[src/sawdr_pkg.sv]
`timescale 1ns / 1ps

package sawdr_pkg;

  localparam int MAX_PAYLOAD  = 1024;
  localparam int HEADER_BYTES = 5;
  localparam int LEN_W        = 11;
  localparam int IDX_W        = 11;
  localparam int OQ_DEPTH     = 4;
  localparam int OQ_PTR_W     = $clog2(OQ_DEPTH);
  localparam int OQ_CNT_W     = $clog2(OQ_DEPTH + 1);

  // Header byte positions.
  localparam logic [IDX_W-1:0] IDX_CHK_HI = 11'd0;
  localparam logic [IDX_W-1:0] IDX_CHK_LO = 11'd1;
  localparam logic [IDX_W-1:0] IDX_FLAGS  = 11'd2;
  localparam logic [IDX_W-1:0] IDX_LEN_LO = 11'd3;
  localparam logic [IDX_W-1:0] IDX_SEQ    = 11'd4;
  localparam logic [IDX_W-1:0] IDX_HDR    = 11'(HEADER_BYTES);
  localparam logic [IDX_W-1:0] IDX_MAX    = '1;

  // Flags codes, received and sent.
  localparam logic [7:0] FL_ACK_SYN  = 8'd96;
  localparam logic [7:0] FL_SYN      = 8'd32;
  localparam logic [7:0] FL_ACK_NAME = 8'd192;
  localparam logic [7:0] FL_NAK_NAME = 8'd128;
  localparam logic [7:0] FL_FIN      = 8'd16;
  localparam logic [7:0] FL_ACK_FIN  = 8'd80;
  localparam logic [7:0] FL_FEND     = 8'd8;
  localparam logic [7:0] FL_ACK_FEND = 8'd72;
  localparam logic [7:0] FL_ACK      = 8'd64;
  localparam int         FL_NAME_BIT = 7;

  localparam logic [15:0] SUM_GOOD = '1;

  // Summary of a finished datagram, handed from the parser to the reply logic.
  typedef struct packed {
    logic             valid;
    logic [7:0]       flags;
    logic [7:0]       seq;
    logic [LEN_W-1:0] len;
    logic             pass;
  } dgram_t;

  typedef struct packed {
    logic [7:0]       reply_flags;
    logic [7:0]       reply_seq;
    logic             commit_payload;
    logic [LEN_W-1:0] payload_length;
    logic             run_last;
  } res_t;

  function automatic logic [LEN_W-1:0] decode_len(logic [7:0] flags, logic [7:0] low);
    logic [LEN_W-1:0] n;
    n = {1'b0, flags[1:0], low};
    if (n == '0 && flags[7:3] == '0) begin
      n = LEN_W'(1024);
    end
    if (n > LEN_W'(MAX_PAYLOAD)) begin
      n = LEN_W'(MAX_PAYLOAD);
    end
    return n;
  endfunction

  function automatic logic [15:0] add_wrap(logic [15:0] s, logic [7:0] b);
    logic [16:0] t;
    t = {1'b0, s} + {9'b0, b};
    if (t[16]) begin
      t[15:0] = t[15:0] + 16'd1;
    end
    return t[15:0];
  endfunction

endpackage

[src/sawdr_parse.sv]
`timescale 1ns / 1ps

// Header capture and running end-around-carry sum over one datagram.
module sawdr_parse import sawdr_pkg::*; (
  input  logic       clk,
  input  logic       rst_n,
  input  logic       step,
  input  logic [7:0] in_byte,
  input  logic       in_last,
  input  logic       closed,
  output dgram_t     dg
);

  logic [IDX_W-1:0] byte_index_r, byte_index_nxt;
  logic [15:0]      sum_r, sum_nxt;
  logic [15:0]      check_r, check_nxt;
  logic [7:0]       flags_r, flags_nxt;
  logic [7:0]       len_lo_r, len_lo_nxt;
  logic [7:0]       seq_r, seq_nxt;
  logic [LEN_W-1:0] len_cur;
  logic [15:0]      total;
  logic             live;

  assign live = step && !closed;

  always_comb begin
    check_nxt  = check_r;
    flags_nxt  = flags_r;
    len_lo_nxt = len_lo_r;
    seq_nxt    = seq_r;
    sum_nxt    = sum_r;
    case (byte_index_r)
      IDX_CHK_HI: check_nxt[15:8] = in_byte;
      IDX_CHK_LO: check_nxt[7:0]  = in_byte;
      IDX_FLAGS:  flags_nxt       = in_byte;
      IDX_LEN_LO: len_lo_nxt      = in_byte;
      IDX_SEQ:    seq_nxt         = in_byte;
      default:    ;
    endcase
    len_cur = decode_len(flags_nxt, len_lo_nxt);
    // Bytes from the flags byte up to the end of the declared payload are summed.
    if (byte_index_r >= IDX_FLAGS &&
        (byte_index_r < IDX_HDR || (byte_index_r - IDX_HDR) < len_cur)) begin
      sum_nxt = add_wrap(sum_r, in_byte);
    end
    byte_index_nxt = (byte_index_r == IDX_MAX) ? byte_index_r : byte_index_r + 11'd1;
  end

  // Check bytes are added in plain 16-bit arithmetic.
  assign total    = sum_nxt + check_nxt;
  assign dg.valid = live && in_last;
  assign dg.flags = flags_nxt;
  assign dg.seq   = seq_nxt;
  assign dg.len   = len_cur;
  assign dg.pass  = (total == SUM_GOOD);

  always_ff @(posedge clk) begin
    if (!rst_n) begin
      byte_index_r <= '0;
      sum_r        <= '0;
      check_r      <= '0;
      flags_r      <= '0;
      len_lo_r     <= '0;
      seq_r        <= '0;
    end else if (live) begin
      if (in_last) begin
        byte_index_r <= '0;
        sum_r        <= '0;
        check_r      <= '0;
        flags_r      <= '0;
        len_lo_r     <= '0;
        seq_r        <= '0;
      end else begin
        byte_index_r <= byte_index_nxt;
        sum_r        <= sum_nxt;
        check_r      <= check_nxt;
        flags_r      <= flags_nxt;
        len_lo_r     <= len_lo_nxt;
        seq_r        <= seq_nxt;
      end
    end
  end

endmodule

[src/sawdr_reply.sv]
`timescale 1ns / 1ps

// Session state and reply decision for a finished datagram.
module sawdr_reply import sawdr_pkg::*; (
  input  logic       clk,
  input  logic       rst_n,
  input  dgram_t     dg,
  output res_t       res0,
  output res_t       res1,
  output logic [1:0] wr_cnt,
  output logic       closed
);

  logic [7:0] last_acc_r, last_acc_nxt;
  logic [7:0] held_seq_r, held_seq_nxt;
  logic       name_seen_r, name_seen_nxt;
  logic       file_open_r, file_open_nxt;
  logic       closed_r, closed_nxt;
  logic [7:0] expect_seq;
  logic [7:0] seq_inc;
  logic [1:0] n;

  assign expect_seq = last_acc_r + 8'd1;
  assign seq_inc    = dg.seq + 8'd1;

  always_comb begin
    last_acc_nxt  = last_acc_r;
    held_seq_nxt  = held_seq_r;
    name_seen_nxt = name_seen_r;
    file_open_nxt = file_open_r;
    closed_nxt    = closed_r;
    n             = 2'd0;
    res0          = '{reply_flags: FL_ACK, reply_seq: held_seq_r, commit_payload: 1'b0,
                      payload_length: dg.len, run_last: 1'b1};
    res1          = '{reply_flags: FL_FIN, reply_seq: held_seq_r, commit_payload: 1'b0,
                      payload_length: dg.len, run_last: 1'b1};
    if (dg.valid) begin
      if (dg.flags == FL_ACK_SYN) begin
        n = 2'd0;
      end else if (dg.flags == FL_SYN) begin
        n = 2'd1;
        res0.reply_flags = FL_ACK_SYN;
      end else if (dg.flags[FL_NAME_BIT]) begin
        n = 2'd1;
        if (dg.pass) begin
          res0.reply_flags = FL_ACK_NAME;
          name_seen_nxt    = 1'b1;
          file_open_nxt    = 1'b1;
        end else begin
          res0.reply_flags = FL_NAK_NAME;
        end
      end else if (dg.flags == FL_FIN) begin
        n                = 2'd2;
        res0.reply_flags = FL_ACK_FIN;
        res0.run_last    = 1'b0;
        closed_nxt       = 1'b1;
      end else if (dg.flags == FL_FEND) begin
        if (name_seen_r) begin
          n                = 2'd1;
          res0.reply_flags = FL_ACK_FEND;
          file_open_nxt    = 1'b0;
        end
      end else if (dg.pass) begin
        n = 2'd1;
        if (dg.seq == expect_seq) begin
          last_acc_nxt        = dg.seq;
          held_seq_nxt        = seq_inc;
          res0.reply_seq      = seq_inc;
          res0.commit_payload = file_open_r;
        end else begin
          held_seq_nxt   = expect_seq;
          res0.reply_seq = expect_seq;
        end
      end
    end
  end

  assign wr_cnt = n;
  assign closed = closed_r;

  always_ff @(posedge clk) begin
    if (!rst_n) begin
      last_acc_r  <= 8'hFF;
      held_seq_r  <= '0;
      name_seen_r <= 1'b0;
      file_open_r <= 1'b0;
      closed_r    <= 1'b0;
    end else begin
      last_acc_r  <= last_acc_nxt;
      held_seq_r  <= held_seq_nxt;
      name_seen_r <= name_seen_nxt;
      file_open_r <= file_open_nxt;
      closed_r    <= closed_nxt;
    end
  end

endmodule

[src/sawdr_outq.sv]
`timescale 1ns / 1ps

// Small reply queue: takes up to two replies a cycle, gives one per beat.
module sawdr_outq import sawdr_pkg::*; (
  input  logic       clk,
  input  logic       rst_n,
  input  logic [1:0] wr_cnt,
  input  res_t       res0,
  input  res_t       res1,
  output logic       space_ok,
  output logic       out_valid,
  input  logic       out_ready,
  output res_t       out_res
);

  res_t                entry_r [OQ_DEPTH];
  logic [OQ_PTR_W-1:0] wr_ptr_r, rd_ptr_r;
  logic [OQ_PTR_W-1:0] wr_ptr_p1;
  logic [OQ_CNT_W-1:0] count_r;
  logic                rd_en;

  assign wr_ptr_p1 = wr_ptr_r + 1'b1;
  assign out_valid = (count_r != '0);
  assign out_res   = entry_r[rd_ptr_r];
  assign rd_en     = out_valid && out_ready;
  assign space_ok  = (count_r <= OQ_CNT_W'(OQ_DEPTH - 2));

  always_ff @(posedge clk) begin
    if (wr_cnt != 2'd0) begin
      entry_r[wr_ptr_r] <= res0;
    end
    if (wr_cnt == 2'd2) begin
      entry_r[wr_ptr_p1] <= res1;
    end
  end

  always_ff @(posedge clk) begin
    if (!rst_n) begin
      wr_ptr_r <= '0;
      rd_ptr_r <= '0;
      count_r  <= '0;
    end else begin
      wr_ptr_r <= wr_ptr_r + OQ_PTR_W'(wr_cnt);
      if (rd_en) begin
        rd_ptr_r <= rd_ptr_r + 1'b1;
      end
      count_r <= count_r + OQ_CNT_W'(wr_cnt) - OQ_CNT_W'(rd_en);
    end
  end

endmodule

[src/stop_and_wait_datagram_receiver_top.sv]
`timescale 1ns / 1ps

// A byte in the input register is processed once the queue has room for two replies: it is
// parsed and decided, its replies enter the reply queue, and tvalid rises once one is queued.
// Throughput: one byte per cycle while that room lasts; a datagram gives at most one reply,
// except FIN, which gives two. The queue holds four replies, so input flows while one waits.
// Reset (rst_n low, synchronous) clears the datagram parser, the queue and the session,
// with last accepted sequence at 255 so that sequence zero is expected first.

module stop_and_wait_datagram_receiver_top import sawdr_pkg::*; (
  input  logic        clk,
  input  logic        rst_n,
  // Input datagram byte stream.
  input  logic        in_tvalid,
  output logic        in_tready,
  input  logic [7:0]  in_tdata,   // [7:0] rx_byte
  input  logic        in_tlast,   // end_of_datagram
  // Reply stream.
  output logic        out_tvalid,
  input  logic        out_tready,
  output logic [31:0] out_tdata,  // [7:0] reply_flags, [15:8] reply_seq,
                                  // [26:16] payload_length, [31:27] zero
  output logic        out_tuser,  // commit_payload
  output logic        out_tlast   // run_last
);

  // Input register: one byte beat held for the processing stage.
  logic       in_valid_r;
  logic [7:0] in_byte_r;
  logic       in_last_r;

  logic       space_ok;
  logic       proc_fire;
  logic       closed;
  dgram_t     dg;
  res_t       res0, res1, out_res;
  logic [1:0] wr_cnt;

  // The byte in the input register is processed once the queue has room for two replies.
  assign proc_fire = in_valid_r && space_ok;
  assign in_tready = !in_valid_r || space_ok;

  always_ff @(posedge clk) begin
    if (!rst_n) begin
      in_valid_r <= 1'b0;
    end else if (in_tready) begin
      in_valid_r <= in_tvalid;
    end
  end

  always_ff @(posedge clk) begin
    if (in_tready && in_tvalid) begin
      in_byte_r <= in_tdata;
      in_last_r <= in_tlast;
    end
  end

  // Header fields and checksum; after the session closes, every byte is dropped.
  sawdr_parse u_parse (
    .clk     (clk),
    .rst_n   (rst_n),
    .step    (proc_fire),
    .in_byte (in_byte_r),
    .in_last (in_last_r),
    .closed  (closed),
    .dg      (dg)
  );

  sawdr_reply u_reply (
    .clk    (clk),
    .rst_n  (rst_n),
    .dg     (dg),
    .res0   (res0),
    .res1   (res1),
    .wr_cnt (wr_cnt),
    .closed (closed)
  );

  sawdr_outq u_outq (
    .clk       (clk),
    .rst_n     (rst_n),
    .wr_cnt    (wr_cnt),
    .res0      (res0),
    .res1      (res1),
    .space_ok  (space_ok),
    .out_valid (out_tvalid),
    .out_ready (out_tready),
    .out_res   (out_res)
  );

  assign out_tdata = {5'b0, out_res.payload_length, out_res.reply_seq, out_res.reply_flags};
  assign out_tuser = out_res.commit_payload;
  assign out_tlast = out_res.run_last;

`ifndef SYNTHESIS
  // A closed session writes no replies.
  a_closed_silent: assert property (@(posedge clk) disable iff (!rst_n)
    closed |-> wr_cnt == 2'd0)
    else $error("reply written after session closed");

  // Two replies come only from FIN, which closes the session.
  a_pair_closes: assert property (@(posedge clk) disable iff (!rst_n)
    wr_cnt == 2'd2 |=> closed)
    else $error("reply pair without session close");

  // A byte waiting in the input register stays put until it is processed.
  a_hold_byte: assert property (@(posedge clk) disable iff (!rst_n)
    in_valid_r && !proc_fire |=> in_valid_r && $stable(in_byte_r) && $stable(in_last_r))
    else $error("input register lost a byte");

  // Replies are only written when a processed byte ends a datagram.
  a_write_cause: assert property (@(posedge clk) disable iff (!rst_n)
    wr_cnt != 2'd0 |-> proc_fire && in_last_r)
    else $error("reply written without end of datagram");
`endif

endmodule

[config.mk]
export PLATFORM = sky130hd
export DESIGN_NAME = stop_and_wait_datagram_receiver_top
export DESIGN_NICKNAME = d
export VERILOG_FILES = /design/src/sawdr_pkg.sv /design/src/sawdr_parse.sv /design/src/sawdr_reply.sv /design/src/sawdr_outq.sv /design/src/stop_and_wait_datagram_receiver_top.sv
export SDC_FILE = /design/constraint.sdc
export NUM_CORES = 1
export LEC_CHECK = 0
export BUFFER_PORTS_ARGS = -buffer_cell sky130_fd_sc_hd__buf_2
export CORE_MARGIN = 2
export CORE_UTILIZATION = 46
export CTS_BUF_LIST = sky130_fd_sc_hd__clkbuf_4
export DETAILED_ROUTE_END_ITERATION = 10
export MAX_ROUTING_LAYER = met4
export SETUP_SLACK_MARGIN = 0.1
export SLEW_MARGIN = 25
export SYNTH_ARGS = -nofsm -noshare
export SYNTH_HDL_FRONTEND = slang
export SYNTH_HIERARCHICAL = 1
export SYNTH_SLANG_ARGS = --single-unit
[constraint.sdc]
create_clock -name clk -period 12.1 [get_ports clk]
set_input_delay 1.21 -clock clk [delete_from_list [all_inputs] [get_ports clk]]
set_output_delay 1.21 -clock clk [all_outputs]
set_load 0.05 [all_outputs]
==> results.tsv <==
metric	value	unit
maxSlewViolCount	0	
clock_skew	47.2	ps
cts.sinks	221	
crit_family	simple AND/OR/NAND/NOR gates	
cp-startpoint	u_parse/byte_index_r[6]$_SDFFE_PN0P_	
cts-root-buf	clkbuf_4	
relSlewSlack	28.8	%
insertion_delay	690	ps
async_flop_share	0	%
synth-compound-area-share	10.0	%
crit_path_start_kind	register	
grt_pass1_wl	48.2	mm
cp-end-kind	register	
grt_max_degree	83	
gr-total-overflow	0	
synth_edf_count	125	
core_area	28700	µm²
dieHeight	175	µm
cts_repair_resize_count	0	
place.gp.congestion	0.959	
synth_top_area_share	28.0	%
pwr-share-comb	20.1	%
antenna_found_initial	1	
first_global_vias	8957	
io_buffers	43	
finalCritPeriodShare	85.4	%
finalNetCount	1269	
post-route-util	50.6	%
crit_buf_inv	3	
final_common_cell	mux2_2	
switching_power	0.000568	W
setup_viol	0	
placed_cells	1528	
multi_input_comb_area	7060	µm²
drive_gt1_share	29.6	%
rows	62	
tns	0	ps
ys_seq_area_share	42.3	%
r2r-start	u_parse/byte_index_r[6]$_SDFFE_PN0P_	
track_usage	20.3	%
cpMaxStageDelayCell	nor2_2	
numCtsBuffers	60	
synthSimpleGateAreaFrac	13.0	%
drt_wl_total	30.0	mm
layout_min_cycle_time	10340	ps
die_w	175	µm
cp_slowest_stage_delay	800	ps
clockBufferDepth	3	
rsz0062_at_grt	false	
finalHoldViolations	0	
drc	0	
regArea	5680	µm²
ys_types	88	
avgViaCountPerCell	5.54	
worst_ep_arrival_time	10690	ps
maxCapViolations	0	
synth_top_family_by_area	multiplexers	
power_frac_seq	43.9	%
hold_path.class	register to register	
wl_per_cell	18.3	µm
postCtsSetupBuffers	0	
cp_common_cell	nand2_1	
netlist_instances	1178	
synth_xor_area_share	4.87	%
cts_htree_levels	2	
num_vias	9062	
ys_ff_latch	221	
final_cell_mix	mux2_2, edfxtp_1, dfxtp_1	
area_delta_synth_final	8.37	%
n_fill_cell	2608	
die_area	30500	µm²
ys.flop_type	edfxtp_1	
power_frac_clock	36.0	%
swShare	30.4	%
synth_area_per_cell	11.4	µm²
status	finished clean	
synth_area	13400	µm²
dp_hpwl	20.0	mm
antenna_left	0	
critPathMaxFanout	18	
drtIter0Drc	493	
peakVddDrop	0.0649	mV
synth_adder_area_share	4.65	%
synth_largest_area_cell	edfxtp_1	
synth_warnings	6	
first_pass_iters	5	
synth_area_leaders	edfxtp_1, dfxtp_1, mux2_2, mux4_2, ha_1	
start_util	46.7	%
max_freq	96.8	MHz
internal_power	0.00130	W
cts_hold_buf	0	
worst_pin_slew	1070	ps
stdcell_count	1637	
path_class	register to register	
clkTransAtPathRegs	60	ps
powerDensity	128	nW/µm²
cts_tree	built	
muxShareOfSynthArea	19.4	%
required	12450	ps
postLayoutCellArea	14500	µm²
dpl_cell_area	13700	µm²
hold_start	u_reply/name_seen_r$_SDFFE_PN0P_	
io_pins	49	
p_leak	5.44	nW
[registers in the layout, indices dropped and copies added, names as in the netlist, 2 cells and up, named ones only]
signal / cells
u_outq/wr_ptr_r: 2
u_parse/byte_index_r: 11
u_outq/entry_r: 116
u_outq/rd_ptr_r: 2
u_parse/flags_r: 8
u_parse/sum_r: 16
u_outq/count_r: 3
u_parse/check_r: 16
u_parse/len_lo_r: 8
u_reply/last_acc_r: 8
u_reply/held_seq_r: 8
u_parse/seq_r: 8
in_byte_r: 8
[through the flow]
stage	hold WS, ps	total power, W	worst slack, ps
2_1_floorplan	429	0.00113	1830
3_3_place_gp	452	0.00122	2030
3_5_place_dp	459	0.00122	1830
4_1_cts	475	0.00190	1800
5_1_grt	499	0.00195	812
6_report	474	0.00187	1760
[layer usage]
layer / track usage, % / share of wire, % / wire length, µm / vias to the layer above
li1: - / - / - / 4455
met1: 25.5 / 44 / 13300 / 4359
met2: 33.7 / 49 / 14700 / 191
met3: 3.15 / 4.0 / 1190 / 57
met4: 6.70 / 2.5 / 750 / 0
met5: - / 0 / 0 / -
[cell type report]
class	count	area share, %
diodes	1	0.0172
clock buffers	85	4.39
clock inverters	21	0.947
inverters	37	0.956
multi-input cells	830	48.6
flip-flops and latches	221	39.1
well taps	384	3.31
repair buffers	58	2.67
[tightest hold or removal path, stage by stage, from the launching register on]
cell,delay (ps)
dfxtp_1,320
a21oi_1,40
nor2_1,80
[worst paths after layout]
path	end	slack (ps)	depth (start not counted)
setup reg to reg	u_outq/entry_r[3][12]$_DFFE_PP_	1760	34
hold reg to reg	u_reply/name_seen_r$_SDFFE_PN0P_	470	2
hold / removal	u_reply/name_seen_r$_SDFFE_PN0P_	470	2
setup / recovery	u_outq/entry_r[3][12]$_DFFE_PP_	1760	34
[synthesized netlist by cell type, drive strengths merged (29+ instances only)]
| library cell | instances |
|---|---|
| a22oi | 43 |
| buf | 70 |
| clkbuf | 35 |
| dfxtp | 96 |
| edfxtp | 125 |
| ha | 45 |
| inv | 37 |
| mux2 | 154 |
| mux4 | 29 |
| nand2 | 42 |
| nor2 | 52 |
| nor2b | 58 |
| nor3 | 29 |
| o21ai | 42 |
| xnor2 | 34 |
| xor2 | 30 |
[cells by family after synthesis]
group	after synthesis
multiplexers	200
adder cells (fa/ha/maj)	48
AO/OA/AOI/OAI	192
other	3
AND/OR/NAND/NOR	304
buffers and inverters	142
XOR/XNOR	68
flip-flops	221
[power by group through the flow]
| stage | logic, W | clock network [W] | registers, W |
|---|---|---|---|
| final | 0.000375 | 0.000671 | 0.000820 |
| after global placement | 0.000380 | 0 | 0.000836 |
| after detailed placement | 0.000380 | 0 | 0.000836 |
| after global routing | 0.000404 | 0.000731 | 0.000820 |
| after floorplan | 0.000306 | 0 | 0.000827 |
| after CTS | 0.000381 | 0.000697 | 0.000819 |
Power figures use the tool's default switching activity.
